[src/sv/ppu_pkg.sv]
// Package for the packed palette pixel unpacker: item structs, config
// layout, codes and small helper functions. No dependencies.
`default_nettype none

package ppu_pkg;

    localparam int PALETTE_DEPTH = 256;
    localparam int PAL_ADDR_W    = $clog2(PALETTE_DEPTH);
    localparam int MAX_DIMENSION = 16384;
    localparam int DIM_W         = $clog2(MAX_DIMENSION);
    localparam int CFG_DIM_W     = DIM_W + 1;
    localparam int FCOL_W        = DIM_W + 3;
    localparam int OUT_FIFO_DEPTH = 4;
    localparam int OUT_PTR_W     = $clog2(OUT_FIFO_DEPTH);
    localparam int OUT_CNT_W     = OUT_PTR_W + 1;

    // item mode
    localparam logic MODE_PALETTE = 1'b0;
    localparam logic MODE_DATA    = 1'b1;

    // config register indexes
    localparam logic [2:0] CFG_INDEX_BITS = 3'd0;
    localparam logic [2:0] CFG_LSB_FIRST  = 3'd1;
    localparam logic [2:0] CFG_WIDTH      = 3'd2;
    localparam logic [2:0] CFG_HEIGHT     = 3'd3;
    localparam logic [2:0] CFG_ROW_SPAN   = 3'd4;
    localparam logic [2:0] CFG_OUT_BPP    = 3'd5;

    // index width codes
    localparam logic [1:0] BITS_1 = 2'd0;
    localparam logic [1:0] BITS_2 = 2'd1;
    localparam logic [1:0] BITS_4 = 2'd2;
    localparam logic [1:0] BITS_8 = 2'd3;

    // output pixel formats
    localparam logic [2:0] FMT_GRAY       = 3'd1;
    localparam logic [2:0] FMT_GRAY_ALPHA = 3'd2;
    localparam logic [2:0] FMT_RGB        = 3'd3;
    localparam logic [2:0] FMT_RGBA       = 3'd4;

    typedef struct packed {
        logic       mode;
        logic [7:0] palette_index;
        logic [7:0] pal_red;
        logic [7:0] pal_green;
        logic [7:0] pal_blue;
        logic [7:0] pal_alpha;
        logic [7:0] data_byte;
    } in_item_t;

    typedef struct packed {
        logic [7:0]       sample_a;
        logic [7:0]       sample_b;
        logic [7:0]       sample_c;
        logic [7:0]       sample_d;
        logic [2:0]       sample_count;
        logic [DIM_W-1:0] pixel_column;
        logic [DIM_W-1:0] pixel_row;
        logic             last_of_run;
        logic             last_of_image;
    } out_item_t;

    typedef struct packed {
        logic [1:0]           index_bits_code;
        logic                 lsb_first;
        logic [CFG_DIM_W-1:0] image_width;
        logic [CFG_DIM_W-1:0] image_height;
        logic [CFG_DIM_W-1:0] row_span_bytes;
        logic [2:0]           out_bytes_per_pixel;
    } cfg_t;

    // palette write port: color packed as {red, green, blue, alpha}
    typedef struct packed {
        logic                  en;
        logic [PAL_ADDR_W-1:0] addr;
        logic [31:0]           data;
    } pal_wr_t;

    // per-pixel info that travels alongside the palette read
    typedef struct packed {
        logic             in_range;
        logic [2:0]       fmt;
        logic [DIM_W-1:0] col;
        logic [DIM_W-1:0] row;
        logic             last_run;
        logic             last_image;
    } issue_t;

    function automatic logic [7:0] idx_mask(input logic [1:0] code);
        logic [7:0] m;
        case (code)
            BITS_1:  m = 8'h01;
            BITS_2:  m = 8'h03;
            BITS_4:  m = 8'h0f;
            default: m = 8'hff;
        endcase
        return m;
    endfunction

    // bytes per row actually consumed: max(span, needed), capped
    function automatic logic [CFG_DIM_W-1:0] row_span(input cfg_t c);
        logic [CFG_DIM_W+3:0] needed;
        logic [CFG_DIM_W+3:0] span;
        needed = (({4'd0, c.image_width} << c.index_bits_code) + (CFG_DIM_W+4)'(7)) >> 3;
        span   = ({4'd0, c.row_span_bytes} > needed) ? {4'd0, c.row_span_bytes} : needed;
        if (span > (CFG_DIM_W+4)'(MAX_DIMENSION))
            span = (CFG_DIM_W+4)'(MAX_DIMENSION);
        return span[CFG_DIM_W-1:0];
    endfunction

    function automatic logic [2:0] clamp_fmt(input logic [2:0] f);
        logic [2:0] r;
        if (f == 3'd0)
            r = FMT_GRAY;
        else if (f > FMT_RGBA)
            r = FMT_RGBA;
        else
            r = f;
        return r;
    endfunction

endpackage

`default_nettype wire

[src/sv/ppu_out_stage.sv]
// Output stage: pairs palette read data with pixel info, formats the
// samples and queues results. Depends on ppu_pkg.
`default_nettype none

module ppu_out_stage (
    input  wire logic              clk,
    input  wire logic              rst_n,
    input  wire logic              issue_valid,
    input  wire ppu_pkg::issue_t   issue,
    input  wire logic [31:0]       rd_data,
    output logic                   can_issue,
    output logic                   pix_valid,
    input  wire logic              pix_stall,
    output ppu_pkg::out_item_t     pix_item
);
    import ppu_pkg::*;

    logic                 meta_valid_reg;
    issue_t               meta_reg;
    out_item_t            fifo_mem [OUT_FIFO_DEPTH];
    logic [OUT_PTR_W-1:0] wr_ptr_reg;
    logic [OUT_PTR_W-1:0] rd_ptr_reg;
    logic [OUT_CNT_W-1:0] count_reg;

    out_item_t            fmt_item;
    logic [31:0]          color;
    logic                 push;
    logic                 pop;

    // reserve a slot for the read in flight
    assign can_issue = ({1'b0, count_reg} + (OUT_CNT_W+1)'(meta_valid_reg))
                     < (OUT_CNT_W+1)'(OUT_FIFO_DEPTH);
    assign push      = meta_valid_reg;
    assign pop       = (count_reg != '0) && !pix_stall;
    assign pix_valid = (count_reg != '0);
    assign pix_item  = fifo_mem[rd_ptr_reg];

    always_comb
    begin
        color = meta_reg.in_range ? rd_data : 32'd0;
        fmt_item.sample_a = 8'd0;
        fmt_item.sample_b = 8'd0;
        fmt_item.sample_c = 8'd0;
        fmt_item.sample_d = 8'd0;
        case (meta_reg.fmt)
            FMT_GRAY:
            begin
                fmt_item.sample_a = color[23:16];
            end
            FMT_GRAY_ALPHA:
            begin
                fmt_item.sample_a = color[23:16];
                fmt_item.sample_b = color[7:0];
            end
            FMT_RGB:
            begin
                fmt_item.sample_a = color[31:24];
                fmt_item.sample_b = color[23:16];
                fmt_item.sample_c = color[15:8];
            end
            default:
            begin
                fmt_item.sample_a = color[31:24];
                fmt_item.sample_b = color[23:16];
                fmt_item.sample_c = color[15:8];
                fmt_item.sample_d = color[7:0];
            end
        endcase
        fmt_item.sample_count  = meta_reg.fmt;
        fmt_item.pixel_column  = meta_reg.col;
        fmt_item.pixel_row     = meta_reg.row;
        fmt_item.last_of_run   = meta_reg.last_run;
        fmt_item.last_of_image = meta_reg.last_image;
    end

    always_ff @(posedge clk or negedge rst_n)
    begin
        if (!rst_n)
        begin
            meta_valid_reg <= 1'b0;
            wr_ptr_reg     <= '0;
            rd_ptr_reg     <= '0;
            count_reg      <= '0;
        end
        else
        begin
            meta_valid_reg <= issue_valid;
            if (push)
                wr_ptr_reg <= wr_ptr_reg + OUT_PTR_W'(1);
            if (pop)
                rd_ptr_reg <= rd_ptr_reg + OUT_PTR_W'(1);
            count_reg <= count_reg + OUT_CNT_W'(push) - OUT_CNT_W'(pop);
        end
    end

    always_ff @(posedge clk)
    begin
        if (issue_valid)
            meta_reg <= issue;
        if (push)
            fifo_mem[wr_ptr_reg] <= fmt_item;
    end

    a_fifo_bound: assert property (@(posedge clk) disable iff (!rst_n)
        count_reg <= OUT_CNT_W'(OUT_FIFO_DEPTH))
        else $error("output queue overflow");

    a_read_latency: assert property (@(posedge clk) disable iff (!rst_n)
        issue_valid |=> meta_valid_reg)
        else $error("palette read lost its pixel info");

endmodule

`default_nettype wire

[config.mk]
export PLATFORM = sky130hd
export DESIGN_NAME = ppu_out_stage
export DESIGN_NICKNAME = d
export VERILOG_FILES = /design/src/sv/ppu_pkg.sv /design/src/sv/ppu_out_stage.sv
export SDC_FILE = /design/constraint.sdc
export NUM_CORES = 1
export LEC_CHECK = 0
export BUFFER_PORTS_ARGS = -buffer_cell sky130_fd_sc_hd__buf_2
export CAP_MARGIN = 0
export CORE_MARGIN = 1
export CORE_UTILIZATION = 55
export CTS_CLUSTER_DIAMETER = 60
export DETAILED_ROUTE_END_ITERATION = 8
export PLACE_DENSITY = 0.76
export SLEW_MARGIN = 10
export SYNTH_ARGS = -nofsm -noshare
export SYNTH_HDL_FRONTEND = slang
export SYNTH_SLANG_ARGS = --single-unit
[constraint.sdc]
create_clock -name clk -period 4.2 [get_ports clk]
set_clock_uncertainty 0.05 [all_clocks]
set_input_delay 0.21 -clock clk [delete_from_list [all_inputs] [get_ports clk]]
set_output_delay 0.21 -clock clk [all_outputs]
set_load 0.01 [all_outputs]
# Word level (Yosys, flattened, before mapping)
# Memories as Yosys holds them, arrays and structs flattened.
# Cells that the tools add are included.
dict set report op_classes {
  n_addsub 5
  magnitude_cmp 1
  eq_ne 3
  n_mux 7
  reduce_logical 5
}
# operator n
set op_table {}
lappend op_table {{$mux W32} 1}
lappend op_table {{$mux W8} 3}
lappend op_table {{$pmux W8 S2} 1}
lappend op_table {{$eq A3 B2 Y1 const B} 2}
lappend op_table {{$add A2 B1 Y2 const B} 2}
lappend op_table {{$add A3 B1 Y4} 1}
lappend op_table {{$lt A4 B3 Y1 const B} 1}
lappend op_table {{$add A3 B1 Y3} 1}
lappend op_table {{$eq A3 B1 Y1 const B} 1}
lappend op_table {{$reduce_bool A3 Y1} 1}
lappend op_table {{$reduce_or A3 Y1} 1}
lappend op_table {{$sub A3 B1 Y3} 1}
lappend op_table {{$mux W1} 2}
lappend op_table {{$reduce_or A2 Y1} 1}
lappend op_table {{$logic_and A1 B1 Y1} 1}
lappend op_table {{$logic_not A1 Y1} 1}
dict set report totals {
  reg_bits 42
  ram_bits 260
  output_inout_bits 67
  wordCells 32
  memories 1
}
# memory words word_bits read_ports rd_clocked_by_memory_dff write_ports line_no
set mem_list {}
lappend mem_list {fifo_mem 4 65 1 0 1 ppu_out_stage.sv:20} ;# out_item_t fifo_mem [OUT_FIFO_DEPTH];

# Longest topological paths before layout
dict set report depth {
  ltp_word 3
  ltp_mapped 8
}

# Worst setup path before layout
# Ideal clock, no wire load.
dict set report synth_timing {
  path_kind {register to register}
  startpoint {reg wr_ptr_reg[0]}
  endpoint {mem fifo_mem[2][0] in the netlist's numbering (enable)}
  setup_time_ps 430
  arrival_ps 2143
  t_required_ps 3720
  slack_ps 1577
  stages_incl_launch_ff 4
  n_path_buf 0
  path_cell_list {dfrtp_1 inv_1 ha_1 and2_1}
}
# element line_no
set synth_rtl {}
lappend synth_rtl {{from (decl)} ppu_out_stage.sv:21} ;# logic [OUT_PTR_W-1:0] wr_ptr_reg;
lappend synth_rtl {{from (signal assigned)} ppu_out_stage.sv:89} ;# wr_ptr_reg <= wr_ptr_reg + OUT_PTR_W'(1);
lappend synth_rtl {{to (decl)} ppu_out_stage.sv:20}
# No word-level cell before the write port.

==> results.py <==
metrics = {
    "outcome": {
        "status": "finished clean",
    },
    "setup_path": {
        "path_class": "reg2out",
        "end_kind": "primary output",
        "startpoint_type": "register",
        "cp.arrival_ps": 2500,
        "worstPathMaxFanout": 41,
        "critical_path_required_ps": 3940,
    },
    "power_and_ir_drop": {
        "p_leak_uw": 0.00480,
        "ir_drop_mv": 0.382,
        "p_per_area_nw_per_um2": 674,
    },
    "detailed_routing": {
        "drc_errors": 0,
        "dr_total_vias": 5427,
        "routed_wirelength_um": 21200,
        "via_per_inst": 5.59,
        "final_antenna_net_count": 0,
        "drt_first_iter_violations": 304,
        "detail_route.wl_per_cell_um": 21.9,
        "first_pass_iters": 4,
    },
    "cells_and_area": {
        "num-fill-cells": 1303,
        "layout-drive-gt1-share_pct": 35.7,
        "largest_register_ffs": 260,
        "mostFrequentLayoutCell": "edfxtp_1",
        "fin_area_um2": 13600,
        "area_growth_pct": 19.6,
        "final_cell_mix": "edfxtp_1 (294), buf_2 (136), mux4_2 (65)",
        "diodes": 0,
        "fin_nets": 754,
    },
    "sta": {
        "max_freq_ghz": 0.363,
        "min_period_ps": 2760,
        "hold_violations": 0,
        "worstMarginPinSlew_ps": 1240,
        "fin_hold_ws_ps": 11.0,
        "setup_violations": 0,
        "fin_setup_tns_ps": 0,
        "finalCritPeriodShare_pct": 65.6,
        "slew_viol_final": 0,
        "rsz0062_at_grt": "false",
        "slew_headroom_pct": 17.6,
    },
    "global_route": {
        "grt-ovfl-total": 0,
        "grt_pass1_vias": 5848,
        "grt_use_total_pct": 20.4,
        "grt_start_max_net_pins": 67,
        "grt_pass1_wl_um": 32800,
        "antenna_found_initial": 0,
    },
    "placement": {
        "hpwlAfterDp_um": 11700,
        "gp_congestion": 0.709,
        "dpl-instance-area_um2": 12300,
        "port-buffer-count": 136,
    },
    "logic_synthesis": {
        "synth_area_um2": 11400,
        "ys_top_cells_by_area": "edfxtp_1 (78%), mux4_2 (13%), dfrtp_1 (1.8%)",
        "syn_nets": 571,
        "yosys.area.top_type": "edfxtp_1",
        "yosysTopAreaCellShare_pct": 77.6,
        "postSynthAreaPerCell_um2": 23.1,
        "synth_cell_types": 30,
        "synth-warning-count": 0,
        "synth_seq_cells": 302,
        "ys_seq_area_share_pct": 79.3,
        "postSynthCellCount": 493,
    },
    "floorplanning": {
        "rows": 52,
        "die_area_um2": 21300,
        "start_util_pct": 56.3,
        "die-width_um": 146,
        "pin_count": 137,
        "coreArea_um2": 20200,
        "die_h_um": 146,
    },
    "clock_tree": {
        "hold_buffers": 37,
        "clk-insertion-delay-late_ps": 550,
        "clock-sinks": 302,
        "cts_setup_buffers": 0,
        "htree_levels": 1,
        "cts_buffers": 30,
        "cts-root-buf": "clkbuf_16",
        "cts_buffer_depth": 3,
        "path_clk_slew_ps": 60,
        "cts-resized-gates": 0,
        "cts_tree": "built",
    },
    "hold_path": {
        "hold_path.class": "in2reg",
    },
    "run": {
        "maxCapViolCount": 0,
    },
}
-- layout make-up --
type                       instances  area, um2  share of cell area, %
inverter                           7       26.3                  0.193
timing repair buffer             174       1070                   7.86
sequential                       302       9040                   66.4
multi-input combinational        161       2160                   15.8
tap                              270        338                   2.48
clock buffer                      37        777                   5.71
clock inverter                    19        213                   1.56
-- final timing paths --
path,endpoint,start,cells after the start,slack [ps]
max,pix_item[58],rd_ptr_reg[0],3,1440
min reg2reg,fifo_mem[2][8],fmt_item[8],0,450
max reg2reg,count_reg[2],count_reg[1],8,2010
max in group asynchronous,rd_ptr_reg[1],rst_n,3,3210
min,fifo_mem[1][44],rd_data[11],2,10
min in group asynchronous,rd_ptr_reg[0],rst_n,3,590
-- kinds of logic (layout without fill, tap and decap cells) --
| kind of cell | Yosys count | count (layout) | synth area share, % |
|---|---|---|---|
| flops | 302 | 302 | 79.3 |
| fa+ha+maj | 8 | 8 | 0.945 |
| xor+xnor | 4 | 4 | 0.308 |
| simple gates | 54 | 54 | 2.37 |
| mux | 73 | 73 | 13.6 |
| compound gates | 22 | 22 | 1.67 |
| buf+inv | 30 | 237 | 1.81 |
-- through the flow --
step / std cells / setup slack, ps / utilization, % / total power [uW]
after floorplan: 493 / 1580 / - / 5830
after global placement: 877 / 1950 / 60.6 / 6530
after detailed placement: 877 / 1940 / 60.6 / 6620
after CTS: 970 / 1360 / 67.3 / 9270
after global routing: 970 / 1270 / 67.3 / 9560
final: 970 / 1440 / 67.3 / 9170
-- where the power goes --
part / leakage (uW) / internal (uW) / switching (uW) / total (uW)
Combinational: 0.00148 / 1090 / 1100 / 2190
Sequential: 0.00284 / 3960 / 385 / 4340
Clock: 0.000480 / 1560 / 1080 / 2640
-- Yosys cell counts (all sizes together) --
master / number
buf: 16
edfxtp: 294
nor2: 3
mux4: 65
a21oi: 2
inv: 7
a32oi: 8
a21boi: 8
nand2: 25
mux2i: 8
xor2: 4
o21ai: 1
a21o: 1
and3: 16
ha: 7
o211ai: 1
o21bai: 1
and2: 5
nor3b: 1
nor3: 1
fa: 1
clkbuf: 7
dfrtp: 8
nand2b: 2
nand4b: 1
-- per-layer routing --
layer / wire length (um) / vias up / track usage [%] / part of all wire [%]
li1: - / 2413 / - / -
met1: 8640 / 2810 / 26.2 / 41
met2: 11100 / 170 / 36.6 / 53
met3: 990 / 34 / 2.92 / 4.7
met4: 433 / 0 / 5.89 / 2.0
met5: 0 / - / 0 / 0
-- worst max-delay path: stages (launching register included) --
cell and delay (ps):
dfrtp_4 780, buf_12 390, mux4_2 580, buf_2 160
Power figures use the tool's default switching activity.
