--- src/sv/ppu_pkg.sv ---
// Package for the packed palette pixel unpacker: item structs, config
// layout, codes and small helper functions. No dependencies.
`default_nettype none

package ppu_pkg;

    localparam int PALETTE_DEPTH = 256;
    localparam int PAL_ADDR_W    = $clog2(PALETTE_DEPTH);
    localparam int MAX_DIMENSION = 16384;
    localparam int DIM_W         = $clog2(MAX_DIMENSION);
    localparam int CFG_DIM_W     = DIM_W + 1;
    localparam int FCOL_W        = DIM_W + 3;
    localparam int OUT_FIFO_DEPTH = 4;
    localparam int OUT_PTR_W     = $clog2(OUT_FIFO_DEPTH);
    localparam int OUT_CNT_W     = OUT_PTR_W + 1;

    // item mode
    localparam logic MODE_PALETTE = 1'b0;
    localparam logic MODE_DATA    = 1'b1;

    // config register indexes
    localparam logic [2:0] CFG_INDEX_BITS = 3'd0;
    localparam logic [2:0] CFG_LSB_FIRST  = 3'd1;
    localparam logic [2:0] CFG_WIDTH      = 3'd2;
    localparam logic [2:0] CFG_HEIGHT     = 3'd3;
    localparam logic [2:0] CFG_ROW_SPAN   = 3'd4;
    localparam logic [2:0] CFG_OUT_BPP    = 3'd5;

    // index width codes
    localparam logic [1:0] BITS_1 = 2'd0;
    localparam logic [1:0] BITS_2 = 2'd1;
    localparam logic [1:0] BITS_4 = 2'd2;
    localparam logic [1:0] BITS_8 = 2'd3;

    // output pixel formats
    localparam logic [2:0] FMT_GRAY       = 3'd1;
    localparam logic [2:0] FMT_GRAY_ALPHA = 3'd2;
    localparam logic [2:0] FMT_RGB        = 3'd3;
    localparam logic [2:0] FMT_RGBA       = 3'd4;

    typedef struct packed {
        logic       mode;
        logic [7:0] palette_index;
        logic [7:0] pal_red;
        logic [7:0] pal_green;
        logic [7:0] pal_blue;
        logic [7:0] pal_alpha;
        logic [7:0] data_byte;
    } in_item_t;

    typedef struct packed {
        logic [7:0]       sample_a;
        logic [7:0]       sample_b;
        logic [7:0]       sample_c;
        logic [7:0]       sample_d;
        logic [2:0]       sample_count;
        logic [DIM_W-1:0] pixel_column;
        logic [DIM_W-1:0] pixel_row;
        logic             last_of_run;
        logic             last_of_image;
    } out_item_t;

    typedef struct packed {
        logic [1:0]           index_bits_code;
        logic                 lsb_first;
        logic [CFG_DIM_W-1:0] image_width;
        logic [CFG_DIM_W-1:0] image_height;
        logic [CFG_DIM_W-1:0] row_span_bytes;
        logic [2:0]           out_bytes_per_pixel;
    } cfg_t;

    // palette write port: color packed as {red, green, blue, alpha}
    typedef struct packed {
        logic                  en;
        logic [PAL_ADDR_W-1:0] addr;
        logic [31:0]           data;
    } pal_wr_t;

    // per-pixel info that travels alongside the palette read
    typedef struct packed {
        logic             in_range;
        logic [2:0]       fmt;
        logic [DIM_W-1:0] col;
        logic [DIM_W-1:0] row;
        logic             last_run;
        logic             last_image;
    } issue_t;

    function automatic logic [7:0] idx_mask(input logic [1:0] code);
        logic [7:0] m;
        case (code)
            BITS_1:  m = 8'h01;
            BITS_2:  m = 8'h03;
            BITS_4:  m = 8'h0f;
            default: m = 8'hff;
        endcase
        return m;
    endfunction

    // bytes per row actually consumed: max(span, needed), capped
    function automatic logic [CFG_DIM_W-1:0] row_span(input cfg_t c);
        logic [CFG_DIM_W+3:0] needed;
        logic [CFG_DIM_W+3:0] span;
        needed = (({4'd0, c.image_width} << c.index_bits_code) + (CFG_DIM_W+4)'(7)) >> 3;
        span   = ({4'd0, c.row_span_bytes} > needed) ? {4'd0, c.row_span_bytes} : needed;
        if (span > (CFG_DIM_W+4)'(MAX_DIMENSION))
            span = (CFG_DIM_W+4)'(MAX_DIMENSION);
        return span[CFG_DIM_W-1:0];
    endfunction

    function automatic logic [2:0] clamp_fmt(input logic [2:0] f);
        logic [2:0] r;
        if (f == 3'd0)
            r = FMT_GRAY;
        else if (f > FMT_RGBA)
            r = FMT_RGBA;
        else
            r = f;
        return r;
    endfunction

endpackage

`default_nettype wire

--- src/sv/ppu_sequencer.sv ---
// Item sequencer: palette writes, row/image counters, and one palette
// read per pixel. Depends on ppu_pkg.
`default_nettype none

module ppu_sequencer (
    input  wire logic                           clk,
    input  wire logic                           rst_n,
    input  wire ppu_pkg::cfg_t                  cfg,
    input  wire logic                           feed_valid,
    output logic                                feed_stall,
    input  wire ppu_pkg::in_item_t              feed_item,
    input  wire logic                           can_issue,
    output ppu_pkg::pal_wr_t                    pal_wr,
    output logic                                rd_en,
    output logic [ppu_pkg::PAL_ADDR_W-1:0]      rd_addr,
    output ppu_pkg::issue_t                     issue
);
    import ppu_pkg::*;

    localparam logic [8:0] PAL_LIMIT = 9'(PALETTE_DEPTH);

    logic                 busy_reg;
    logic [2:0]           k_reg;
    logic [3:0]           cnt_reg;
    logic [DIM_W-1:0]     rbc_reg;
    logic [DIM_W-1:0]     rc_reg;
    logic [7:0]           byte_reg;
    logic [DIM_W-1:0]     first_col_reg;
    logic [DIM_W-1:0]     row_reg;

    logic                 dims_ok;
    logic [CFG_DIM_W-1:0] span;
    logic                 issue_fire;
    logic                 last_pix;
    logic                 ready;
    logic                 accept;
    logic                 data_accept;

    logic                 row_wrap_start;
    logic [DIM_W-1:0]     rbc0;
    logic [CFG_DIM_W-1:0] rc0;
    logic [DIM_W-1:0]     rc1;
    logic [FCOL_W-1:0]    first_col;
    logic [3:0]           per_byte;
    logic [FCOL_W-1:0]    remain;
    logic [3:0]           n_pix;
    logic [CFG_DIM_W-1:0] rbc1;
    logic                 end_row;
    logic [CFG_DIM_W-1:0] rc2;
    logic [DIM_W-1:0]     rbc_next;
    logic [DIM_W-1:0]     rc_next;

    logic [3:0]           kk;
    logic [3:0]           sh;
    logic [7:0]           idx;
    logic [DIM_W-1:0]     col;

    assign dims_ok = (cfg.image_width != '0)
                  && (cfg.image_width <= CFG_DIM_W'(MAX_DIMENSION))
                  && (cfg.image_height != '0)
                  && (cfg.image_height <= CFG_DIM_W'(MAX_DIMENSION));
    assign span = row_span(cfg);

    assign issue_fire  = busy_reg && can_issue;
    assign last_pix    = ({1'b0, k_reg} == (cnt_reg - 4'd1));
    assign ready       = !busy_reg || (issue_fire && last_pix);
    assign feed_stall  = !ready;
    assign accept      = feed_valid && ready;
    assign data_accept = accept && (feed_item.mode == MODE_DATA) && dims_ok;

    // palette write goes straight to memory on accept
    always_comb
    begin
        pal_wr.en   = accept && (feed_item.mode == MODE_PALETTE)
                   && ({1'b0, feed_item.palette_index} < PAL_LIMIT);
        pal_wr.addr = feed_item.palette_index[PAL_ADDR_W-1:0];
        pal_wr.data = {feed_item.pal_red, feed_item.pal_green,
                       feed_item.pal_blue, feed_item.pal_alpha};
    end

    // row bookkeeping for a data byte
    always_comb
    begin
        row_wrap_start = ({1'b0, rbc_reg} >= span);
        rbc0     = row_wrap_start ? '0 : rbc_reg;
        rc0      = {1'b0, rc_reg} + CFG_DIM_W'(row_wrap_start);
        rc1      = (rc0 >= cfg.image_height) ? '0 : rc0[DIM_W-1:0];
        first_col = FCOL_W'(rbc0) << (2'd3 - cfg.index_bits_code);
        per_byte = 4'd8 >> cfg.index_bits_code;
        remain   = FCOL_W'(cfg.image_width) - first_col;
        if (first_col >= FCOL_W'(cfg.image_width))
            n_pix = 4'd0;
        else if (remain < FCOL_W'(per_byte))
            n_pix = remain[3:0];
        else
            n_pix = per_byte;
        rbc1     = {1'b0, rbc0} + CFG_DIM_W'(1);
        end_row  = (rbc1 >= span);
        rc2      = {1'b0, rc1} + CFG_DIM_W'(1);
        if (end_row)
        begin
            rbc_next = '0;
            rc_next  = (rc2 >= cfg.image_height) ? '0 : rc2[DIM_W-1:0];
        end
        else
        begin
            rbc_next = rbc1[DIM_W-1:0];
            rc_next  = rc1;
        end
    end

    // index extraction and pixel info
    always_comb
    begin
        kk = {1'b0, k_reg};
        if (cfg.lsb_first)
            sh = kk << cfg.index_bits_code;
        else
            sh = 4'd8 - ((kk + 4'd1) << cfg.index_bits_code);
        idx = (byte_reg >> sh[2:0]) & idx_mask(cfg.index_bits_code);
        col = first_col_reg + DIM_W'(k_reg);

        rd_en            = issue_fire;
        rd_addr          = idx[PAL_ADDR_W-1:0];
        issue.in_range   = ({1'b0, idx} < PAL_LIMIT);
        issue.fmt        = clamp_fmt(cfg.out_bytes_per_pixel);
        issue.col        = col;
        issue.row        = row_reg;
        issue.last_run   = last_pix;
        issue.last_image = ({1'b0, col} == (cfg.image_width - CFG_DIM_W'(1)))
                        && ({1'b0, row_reg} == (cfg.image_height - CFG_DIM_W'(1)));
    end

    always_ff @(posedge clk or negedge rst_n)
    begin
        if (!rst_n)
        begin
            busy_reg <= 1'b0;
            k_reg    <= '0;
            cnt_reg  <= '0;
            rbc_reg  <= '0;
            rc_reg   <= '0;
        end
        else
        begin
            // a new byte with pixels takes over from the one just finished
            if (data_accept && (n_pix != 4'd0))
            begin
                busy_reg <= 1'b1;
                k_reg    <= '0;
                cnt_reg  <= n_pix;
            end
            else if (issue_fire)
            begin
                k_reg <= k_reg + 3'd1;
                if (last_pix)
                    busy_reg <= 1'b0;
            end
            if (data_accept)
            begin
                rbc_reg <= rbc_next;
                rc_reg  <= rc_next;
            end
        end
    end

    always_ff @(posedge clk)
    begin
        if (data_accept)
        begin
            byte_reg      <= feed_item.data_byte;
            first_col_reg <= first_col[DIM_W-1:0];
            row_reg       <= rc1;
        end
    end

    a_pix_count: assert property (@(posedge clk) disable iff (!rst_n)
        busy_reg |-> (cnt_reg != 4'd0) && (cnt_reg <= 4'd8) && ({1'b0, k_reg} < cnt_reg))
        else $error("pixel counter out of range");

    a_run_continues: assert property (@(posedge clk) disable iff (!rst_n)
        (rd_en && !issue.last_run) |=> busy_reg)
        else $error("byte ended before its last pixel");

endmodule

`default_nettype wire

--- config.mk ---
export PLATFORM = sky130hd
export DESIGN_NAME = ppu_sequencer
export DESIGN_NICKNAME = d
export VERILOG_FILES = /design/src/sv/ppu_pkg.sv /design/src/sv/ppu_sequencer.sv
export SDC_FILE = /design/constraint.sdc
export NUM_CORES = 1
export LEC_CHECK = 0
export BUFFER_PORTS_ARGS = -buffer_cell sky130_fd_sc_hd__buf_2
export CORE_MARGIN = 2
export CORE_UTILIZATION = 40
export DETAILED_ROUTE_END_ITERATION = 8
export MAX_ROUTING_LAYER = met4
export PLACE_DENSITY = 0.69
export SKIP_LAST_GASP = 1
export SLEW_MARGIN = 30
export SYNTH_ARGS = -nofsm -noshare
export SYNTH_HDL_FRONTEND = slang
export SYNTH_SLANG_ARGS = --single-unit
--- constraint.sdc ---
create_clock -name clk -period 13.2 [get_ports clk]
set_input_delay 0 -clock clk [delete_from_list [all_inputs] [get_ports clk]]
set_output_delay 0 -clock clk [all_outputs]
set_load 0.02 [all_outputs]
=== After elaboration in Yosys (flattened, before gate mapping) ===
Index checks and enable logic that the tools add are counted.

* Flip-flop bits (word level): 72
* Input bits: 104

* Magnitude comparators: 11
* Reduce and logical (&&, ||, !) cells: 22
* Shift-type cells: 6
* Equality and inequality tests: 5
* Bitwise logic cells: 2
* Add/sub/neg operators: 13
* Multiplexer cells: 18

{| class="wikitable"
|+ Operators by type and width
! cell !! count
|-
| 14-bit two-way mux || 5
|-
| 15-bit greater-or-equal comparator || 3
|-
| 14-bit by 1-bit adder with 15-bit output, second input constant || 2
|-
| 14-bit by 15-bit equality test with 1-bit output || 2
|-
| 15-bit less-or-equal comparator, second input constant || 2
|-
| 15-bit nonzero test || 2
|-
| 15-bit by 1-bit subtractor with 15-bit output, second input constant || 2
|-
| 8-bit case mux with 3 select lines || 1
|-
| 19-bit by 3-bit adder with 19-bit output, second input constant || 1
|-
| 15-bit by 2-bit << shifter with 19-bit output || 1
|-
| 17-bit by 15-bit greater-or-equal comparator with 1-bit output || 1
|-
| 17-bit by 4-bit < comparator with 1-bit output || 1
|-
| 14-bit by 2-bit << shifter with 17-bit output || 1
|-
| 15-bit by 17-bit subtractor with 17-bit output || 1
|-
| 15-bit by 16-bit > comparator with 1-bit output || 1
|-
| 16-bit by 15-bit > comparator with 1-bit output, second input constant || 1
|-
| 16-bit two-way mux || 1
|-
| 14-bit by 1-bit adder with 15-bit output || 1
|-
| 14-bit by 15-bit greater-or-equal comparator with 1-bit output || 1
|-
| 15-bit two-way mux || 1
|-
| 3-bit two-way mux || 5
|-
| 14-bit by 3-bit adder with 14-bit output || 1
|-
| 1-bit logical AND || 11
|-
| 8-bit bitwise AND || 1
|-
| other kinds (23) || 28
|}

=== Depth between registers and ports, before layout ===
Gate-level depths: netlist of run 1.

* Word-level depth: 17
* Mapped depth: 65

=== Worst setup path before layout of run 1 ===
Ideal clock, no wire load.

* Kind: input to register
* Start point: in cfg[35] (netlist name)
* End point: reg rc_reg[12]
* Library setup time: 0.087 ns
* Arrival time: 12.049 ns
* Setup slack: 1.064 ns
* Required time: 13.113 ns
* Stages on the path: 59
* Cells stage by stage: buf_2 -> or4bb_1 -> o211ai_2 -> nand4_2 -> nor3b_1 -> and2_1 -> nand2_1 -> xor2_1 -> inv_1 -> ha_1 -> a21o_1 -> a21oi_1 -> or3b_1 -> o31ai_4 -> nand4_1 -> o31ai_1 -> a31o_1 -> buf_2 -> (+23 left out) -> clkbuf_1 -> nor2_1 -> ha_1 -> nand3_1 -> nor3_1 -> and3_1 -> clkbuf_1 -> or4b_1 -> nor2_1 -> xor2_1 -> ha_1 -> a2111oi_0 -> nand3_1 -> a211oi_1 -> nor2_1 -> o21bai_1 -> a211o_1 -> a22oi_1

* Word-level cells in the longest chain between the ends: 14
* Elaborated cells on any way between the ends: 23
* Those cells by class: 4 x add/sub; 7 x order compare; 1 x shift; 6 x mux; 5 x reduce/logical

{| class="wikitable"
|+ Ends and longest elaborated chain
! element !! RTL line !! text
|-
| start, declared || ppu_sequencer.sv:8 || <nowiki>input wire ppu_pkg::cfg_t cfg,</nowiki>
|-
| 15-bit by 2-bit << shifter with 19-bit output (*) || ppu_pkg.sv:104 || <nowiki>needed = (({4'd0, c.image_width} << c.index_bits_code) + (CFG_DIM_W+4)'(7)) >> 3;</nowiki>
|-
| 19-bit by 3-bit adder with 19-bit output (*) || ppu_pkg.sv:104 ||
|-
| 15-bit by 16-bit > comparator with 1-bit output || ppu_pkg.sv:105 || <nowiki>span = ({4'd0, c.row_span_bytes} > needed) ? {4'd0, c.row_span_bytes} : needed;</nowiki>
|-
| 16-bit two-way mux (*) || ppu_pkg.sv:105 ||
|-
| 16-bit by 15-bit > comparator with 1-bit output || ppu_pkg.sv:106 || <nowiki>if (span > (CFG_DIM_W+4)'(MAX_DIMENSION))</nowiki>
|-
| 15-bit two-way mux (*) || ppu_pkg.sv:106 ||
|-
| 14-bit by 15-bit greater-or-equal comparator with 1-bit output (*) || ppu_sequencer.sv:84 || <nowiki>row_wrap_start = ({1'b0, rbc_reg} >= span);</nowiki>
|-
| 14-bit by 1-bit adder with 15-bit output (*) || ppu_sequencer.sv:86 || <nowiki>rc0 = {1'b0, rc_reg} + CFG_DIM_W'(row_wrap_start);</nowiki>
|-
| 15-bit greater-or-equal comparator || ppu_sequencer.sv:87 || <nowiki>rc1 = (rc0 >= cfg.image_height) ? '0 : rc0[DIM_W-1:0];</nowiki>
|-
| 14-bit two-way mux (*) || ppu_sequencer.sv:87 ||
|-
| net rc1[0] || ppu_sequencer.sv:42 || <nowiki>logic [DIM_W-1:0] rc1;</nowiki>
|-
| 14-bit by 1-bit adder with 15-bit output (*) || ppu_sequencer.sv:99 || <nowiki>rc2 = {1'b0, rc1} + CFG_DIM_W'(1);</nowiki>
|-
| 15-bit greater-or-equal comparator || ppu_sequencer.sv:103 || <nowiki>rc_next = (rc2 >= cfg.image_height) ? '0 : rc2[DIM_W-1:0];</nowiki>
|-
| 14-bit two-way mux (*) || ppu_sequencer.sv:103 ||
|-
| 14-bit two-way mux (*) || ppu_sequencer.sv:100 || <nowiki>if (end_row)</nowiki>
|-
| end signal, assigned || ppu_sequencer.sv:162 || <nowiki>rc_reg <= rc_next;</nowiki>
|-
| end, declared || ppu_sequencer.sv:26 || <nowiki>logic [DIM_W-1:0] rc_reg;</nowiki>
|}

The timed path passes the listed nets; every way through them passes the cells marked *.
A chain may end at the register's enable or synchronous reset.

=== Worst setup path after layout of run 1 ===
* Start point: in cfg[49] (netlist name)
* End point: reg rc_reg[12]

The elaborated chain is that of the path after synthesis.

==> results.toml, run 1 <==
[worst_setup_path]
worst-path-max-fanout = 35
cpMaxStageDelayCell = "or4b_1"
rr_worst_depth = 37
r2r_setup_slack_ps = 4660
crit_top_cell = "ha_1"
required_ps = 13460
crit_path_end_kind = "flip-flop"
critPathLaunchType = "input pin"
critPathKind = "in2reg"
cp.arrival_ps = 12290
slowest_delay_ps = 480
timing.rr.end = "rc_reg[12]$_DFFE_PN0P_"
reg2reg_from = "rbc_reg[12]$_DFFE_PN0P_"

[clock_tree]
cts_num_sinks = 72
cts_max_level = 3
cts_tree = "done"
cts_root_buf = "clkbuf_16"
clk_latency_ps = 350
numCtsBuffers = 9
cts.clk_slew.worst_paths_ps = 60
clock_path_buffers = 2

[run_status]
outcome = "finished, final reports clean"

[pwr]
leakagePower_nw = 4.72
vdd_drop_max_uv = 70.2
total_power_mw = 1.27
power_density_nw_per_um2 = 120

[detailed_routing]
drtAntennaViolNets = 0
post_drt_wl_per_cell_um = 17.6
vias = 8801
first_iter_violations = 869
drc = 0
drtPass1Iterations = 5
avgViaCountPerCell = 5.68
wl_mm = 27.3

[synthesis]
syn_nets = 1373
synth_top_area_cell = "ha_1"
ys_seq_elements = 72
yosysWarnings = 0
syn_area_sq_um = 9520
synthDistinctLibCells = 83
synth_edf_count = 36
synth-seq-area-share_pct = 20.8
synth_async_sr_flop_share_pct = 50.0
synth_flop_cell = "edfxtp_1"
postSynthCellCount = 1163
syn_avg_cell_area_sq_um = 8.19
yosys.area.top_type_share_pct = 13.7
netlist_top_cells_area = "ha_1, edfxtp_1, dfrtp_1"

[die]
start_util_pct = 40.7
die_h_um = 158
ios = 189
fp.dieW_um = 158
rows = 56
core_sq_um = 23400
die_area_sq_um = 25100

[sta]
min_period_ps = 12030
slew_violations = 0
skew_ps = 9.76
slew-limit-headroom_pct = 42.2
fin_crit_sh_pct = 91.1
fmax_mhz = 83.1
tightest_slew_ps = 842
hold_viol = 0
finalSetupViolCount = 0

[placed_design]
dpl.hpwl_mm = 21.6
port_buffers = 107
gp_congestion = 0.932
numPlacedInstances = 1520

[min_path]
hp-start = "feed_item[18]"
hold_depth = 0
min_to = "pal_wr[10]"
hold_path.class = "in2out"

[global_route]
grt_start_max_net_pins = 48
grt_pass1_wl_mm = 43.3
grt_usage_pct = 22.6
grt_pass1_vias = 8285
antenna_found_initial = 1
globalRouteOverflowTotal = 0

[run]
maxCapViolCount = 0

[finish]
fillers = 2380
area_delta_synth_final_pct = 10.8
layout-drive-gt1-share_pct = 14.4
finalNonFillerCells = 1549
num-nets-final = 1434
-- worst max-delay path: cells and delay by family --
family / cells / cell delay (ps)
and+or+nand+nor: 22 / 4860
AOI/OAI and AO/OA: 17 / 3950
adders and majority gates: 6 / 1660
buffers and inverters: 5 / 860
xor gates and xnor gates: 3 / 640
muxes: 1 / 290
-- worst max-delay path by stage --
stage	from	endpoint	slack, ps	cells after the start
after global placement	cfg[49]	rc_reg[12]$_DFFE_PN0P_	870	53
final	cfg[49]	rc_reg[12]$_DFFE_PN0P_	1170	54
after CTS	cfg[49]	rc_reg[12]$_DFFE_PN0P_	780	55
after global routing	cfg[49]	rc_reg[12]$_DFFE_PN0P_	-20	57
after detailed placement	cfg[49]	rc_reg[12]$_DFFE_PN0P_	490	55
after floorplan	cfg[35]	rc_reg[12]$_DFFE_PN0P_	1060	59
-- what timing repair did --
action | in CTS | in global routing
hold buffers | 10 | 0
gates resized for setup | 0 | 5
setup endpoints to repair | 0 | 14
hold endpoints to repair | 45 | 0
setup buffers | 0 | 2
-- routing by layer --
metal / up-vias / track usage [%] / part of all wire [%]
li1: 4288 / - / -
met1: 4153 / 31.3 / 47
met2: 324 / 35.7 / 45
met3: 36 / 2.50 / 6.3
met4: 0 / 5.28 / 1.4
met5: - / - / 0
-- stage by stage --
stage          util, %  setup WS (ps)  area [sq um]  setup TNS (ps)  hold WS (ps)
2_1_floorplan        -           1060          9520               0          -296
3_3_place_gp      43.1            870         10100               0         0.137
3_5_place_dp      43.1            494         10100               0         0.137
4_1_cts           44.9            784         10500               0         0.137
5_1_grt           45.1          -15.1         10500           -15.1        0.0292
6_report          45.1           1170         10500               0       0.00774
-- final cells by class --
type                       count  area, sq um  share of cell area (%)
antenna                        1         2.50                  0.0237
clock buffer                  12          256                    2.43
clock inverter                 4         76.3                   0.724
inverter                      80          300                    2.85
multi-input combinational    926         6760                    64.0
sequential                    72         1980                    18.8
tap                          319          399                    3.78
timing repair buffer         135          776                    7.35
-- cells by family (layout without fill, tap and decap cells) --
family	after synthesis	in the layout	synth area share, %
fa+ha+maj	106	106	14.1
compound gates	254	254	18.3
simple gates	394	394	20.6
xor+xnor	120	120	11.2
other cells	1	2	0.0394
mux	51	51	6.54
buf+inv	165	231	8.38
flops	72	72	20.8
-- cell usage after synthesis (12+ instances only) --
cell and instances:
mux2i_1 35, a22o_1 12, and3_1 17, nor3_1 23, ha_1 104, nand4_1 29
nor4_1 13, clkbuf_1 28, nand2_1 92, a211oi_1 21, nor2_1 102, xnor2_1 79
a21oi_1 59, buf_4 43, nand3_1 37, o211ai_1 16, nor2b_1 24, a21o_1 22
o21ai_0 39, inv_1 77, xor2_1 40, dfrtp_1 36, edfxtp_1 36
-- where the power goes --
part / internal (mW) / switching (mW) / leakage, nW
clock network: 0.177 / 0.105 / 0.159
registers: 0.269 / 0.0392 / 0.801
logic: 0.273 / 0.403 / 3.76
total: 0.719 / 0.547 / 4.72
-- cells in the final DEF, fill, tap and decap left out, types with 8 or more instances in the layout --
cell type,n
nor4_1,13
clkbuf_16,9
nor2_1,101
a21oi_1,59
dfrtp_1,36
and2_1,9
xor2_1,40
nand4_1,29
nand3_1,37
a31oi_1,10
nand2_1,92
ha_1,104
o22ai_1,8
a22o_1,12
and3_1,17
inv_1,76
nor2b_1,24
a21o_1,22
nor3_1,22
buf_2,105
edfxtp_1,36
o21ai_0,39
o21a_1,10
a211oi_1,20
buf_4,19
mux2i_1,35
xnor2_1,79
o211ai_1,16
nand2b_1,10
dlygate4sd3_1,10
Power figures use the tool's default switching activity.
==> run 2: changes to the inputs <==
- MAX_ROUTING_LAYER: met4 -> not set
==> run 2 against run 1 <==
Against the previous run:
- first-iteration DRC count fell by 2.4%
- sequential cell count did not move
- cell count shrank 0.19%
- non-clock buffer count fell by 2
- sequential share of layout area about the same
- sequential power about the same
- critical path depth grew 2
- largest cell class unchanged
- largest power group unchanged
==> results.toml, run 2 (synthesized netlist as in run 1, its figures left out) <==
[global_route]
use_met1_pct = 30.3
grt_usage_pct = 21.8
met2_usage_pct = 35.6
grt_start_max_net_pins = 48
antenna_found_initial = 2
grt_pass1_wl_mm = 43.1
globalRouteOverflowTotal = 0
grt_use_met3_pct = 3.18
grt_pass1_vias = 8256
grt-busiest-layer = "met2"

[worst_setup_path]
cp.arrival_ps = 12210
required_ps = 13470
critPathLaunchType = "input pin"
crit_top_cell = "ha_1"
rr_worst_depth = 39
crit_start = "cfg[49]"
cpMaxStageDelayCell = "or4b_1"
cp-endpoint = "rc_reg[12]$_DFFE_PN0P_"
r2r_setup_slack_ps = 4730
timing.rr.end = "rc_reg[12]$_DFFE_PN0P_"
crit_path_end_kind = "flip-flop"
reg2reg_from = "rbc_reg[1]$_DFFE_PN0P_"
critPathKind = "in2reg"
worst-path-max-fanout = 35
cp_top_family = "simple AND/OR/NAND/NOR gates"
worst-path-buf-inv = 7
cp_num_cells = 56
slowest_delay_ps = 480

[sta]
fmax_mhz = 83.8
rsz0062_at_grt = "false"
finalSetupViolCount = 0
tightest_slew_ps = 876
setup-tns-final_ps = 0
whs_ps = 0.00774
min_period_ps = 11940
slew-limit-headroom_pct = 40.0
fin_crit_sh_pct = 90.5
slew_violations = 0
fin_ws_ps = 1260
skew_ps = 11.2
hold_viol = 0

[clock_tree]
cts.clk_slew.worst_paths_ps = 60
clk_latency_ps = 350
numCtsBuffers = 9
cts_num_sinks = 72
cts_max_level = 3
clock_path_buffers = 2
cts_root_buf = "clkbuf_16"
cts_tree = "done"

[detailed_routing]
vias = 8766
avgViaCountPerCell = 5.67
drtPass1Iterations = 5
drc = 0
post_drt_wl_per_cell_um = 17.6
first_iter_violations = 848
drtAntennaViolNets = 0
wl_mm = 27.2

[die]
die_area_sq_um = 25100
fp.dieW_um = 158
die_h_um = 158
start_util_pct = 40.7
rows = 56
ios = 189
core_sq_um = 23400

[pwr]
leakagePower_nw = 4.71
vdd_drop_max_uv = 66.9
power_density_nw_per_um2 = 119

[placed_design]
dpl.hpwl_mm = 21.6
dpl_cell_area_sq_um = 10100
gp_congestion = 0.905
port_buffers = 107
post-place-ws_ps = 527

[run_status]
outcome = "finished, final reports clean"

[finish]
area_delta_synth_final_pct = 10.6
layout_common_cells = "buf_2, ha_1, nor2_1"
layout-drive-gt1-share_pct = 14.3
diodes = 0
fillers = 2393
final_common_cell = "buf_2"
num-nets-final = 1432
design_area_sq_um = 10500

[min_path]
hold_path.class = "in2out"

[run]
maxCapViolCount = 0
run 2: cell count changes in the layout (fill, tap and decap cells not counted), sizes merged:
cell | previous run | this run
buf | 124 | 123
bufinv | 2 | 1
clkbuf | 13 | 12
diode | 1 | 0
inv | 80 | 81
run 2: where the power goes:
| group | internal [mW] | switching (mW) | leakage [nW] |
|---|---|---|---|
| clock network | 0.162 | 0.105 | 0.153 |
| registers | 0.269 | 0.0396 | 0.801 |
| logic | 0.276 | 0.402 | 3.75 |
run 2: worst reg2reg max path, delay by kind of cell, from the launching register on:
| kind | cells | cell delay, ps |
|---|---|---|
| compound gates | 12 | 2540 |
| simple gates | 16 | 3310 |
| fa+ha+maj | 6 | 1530 |
| buf+inv | 3 | 300 |
| xor+xnor | 2 | 250 |
| flops | 1 | 460 |
run 2: layout make-up:
| class | instances | area [sq um] | share of cell area, % |
|---|---|---|---|
| Timing Repair Buffer | 133 | 771 | 7.32 |
| Clock buffer | 12 | 267 | 2.53 |
| Sequential cell | 72 | 1980 | 18.8 |
| Clock inverter | 4 | 50.0 | 0.475 |
| Tap cell | 319 | 399 | 3.79 |
| Multi-Input combinational cell | 926 | 6760 | 64.2 |
| Inverter | 80 | 300 | 2.85 |
run 2: timing repair:
item | in CTS | in global routing
buffers inserted | 0 | 1
gates resized for setup | 0 | 5
endpoints found under the setup margin | 0 | 14
hold buffers | 10 | 0
hold endpoints to repair | 45 | 0
run 2: through the flow:
stage	total power [mW]	util, %	cells
6_report	1.25	45.0	1546
5_1_grt	1.34	45.0	1546
4_1_cts	1.25	44.8	1545
3_5_place_dp	0.972	43.0	1519
3_3_place_gp	0.962	43.0	1519
2_1_floorplan	0.808	-	1163
run 2: metal layers:
layer  part of all wire, %  routed length, um
met1                    46              12500
met2                    45              12300
met3                   7.2               1950
met4                   1.4                380
met5                     0                  0
run 2: how the worst min path moves through the flow:
stage | startpoint | slack [ps] | cells past startpoint | to
3_5_place_dp | feed_item[20] | 0.1 | 0 | pal_wr[12]
2_1_floorplan | rst_n | -300 | 0 | busy_reg$_DFFE_PN0P_
6_report | feed_item[18] | 0.008 | 0 | pal_wr[10]
3_3_place_gp | feed_item[20] | 0.1 | 0 | pal_wr[12]
5_1_grt | feed_item[27] | 0.03 | 0 | pal_wr[19]
4_1_cts | feed_item[20] | 0.1 | 0 | pal_wr[12]
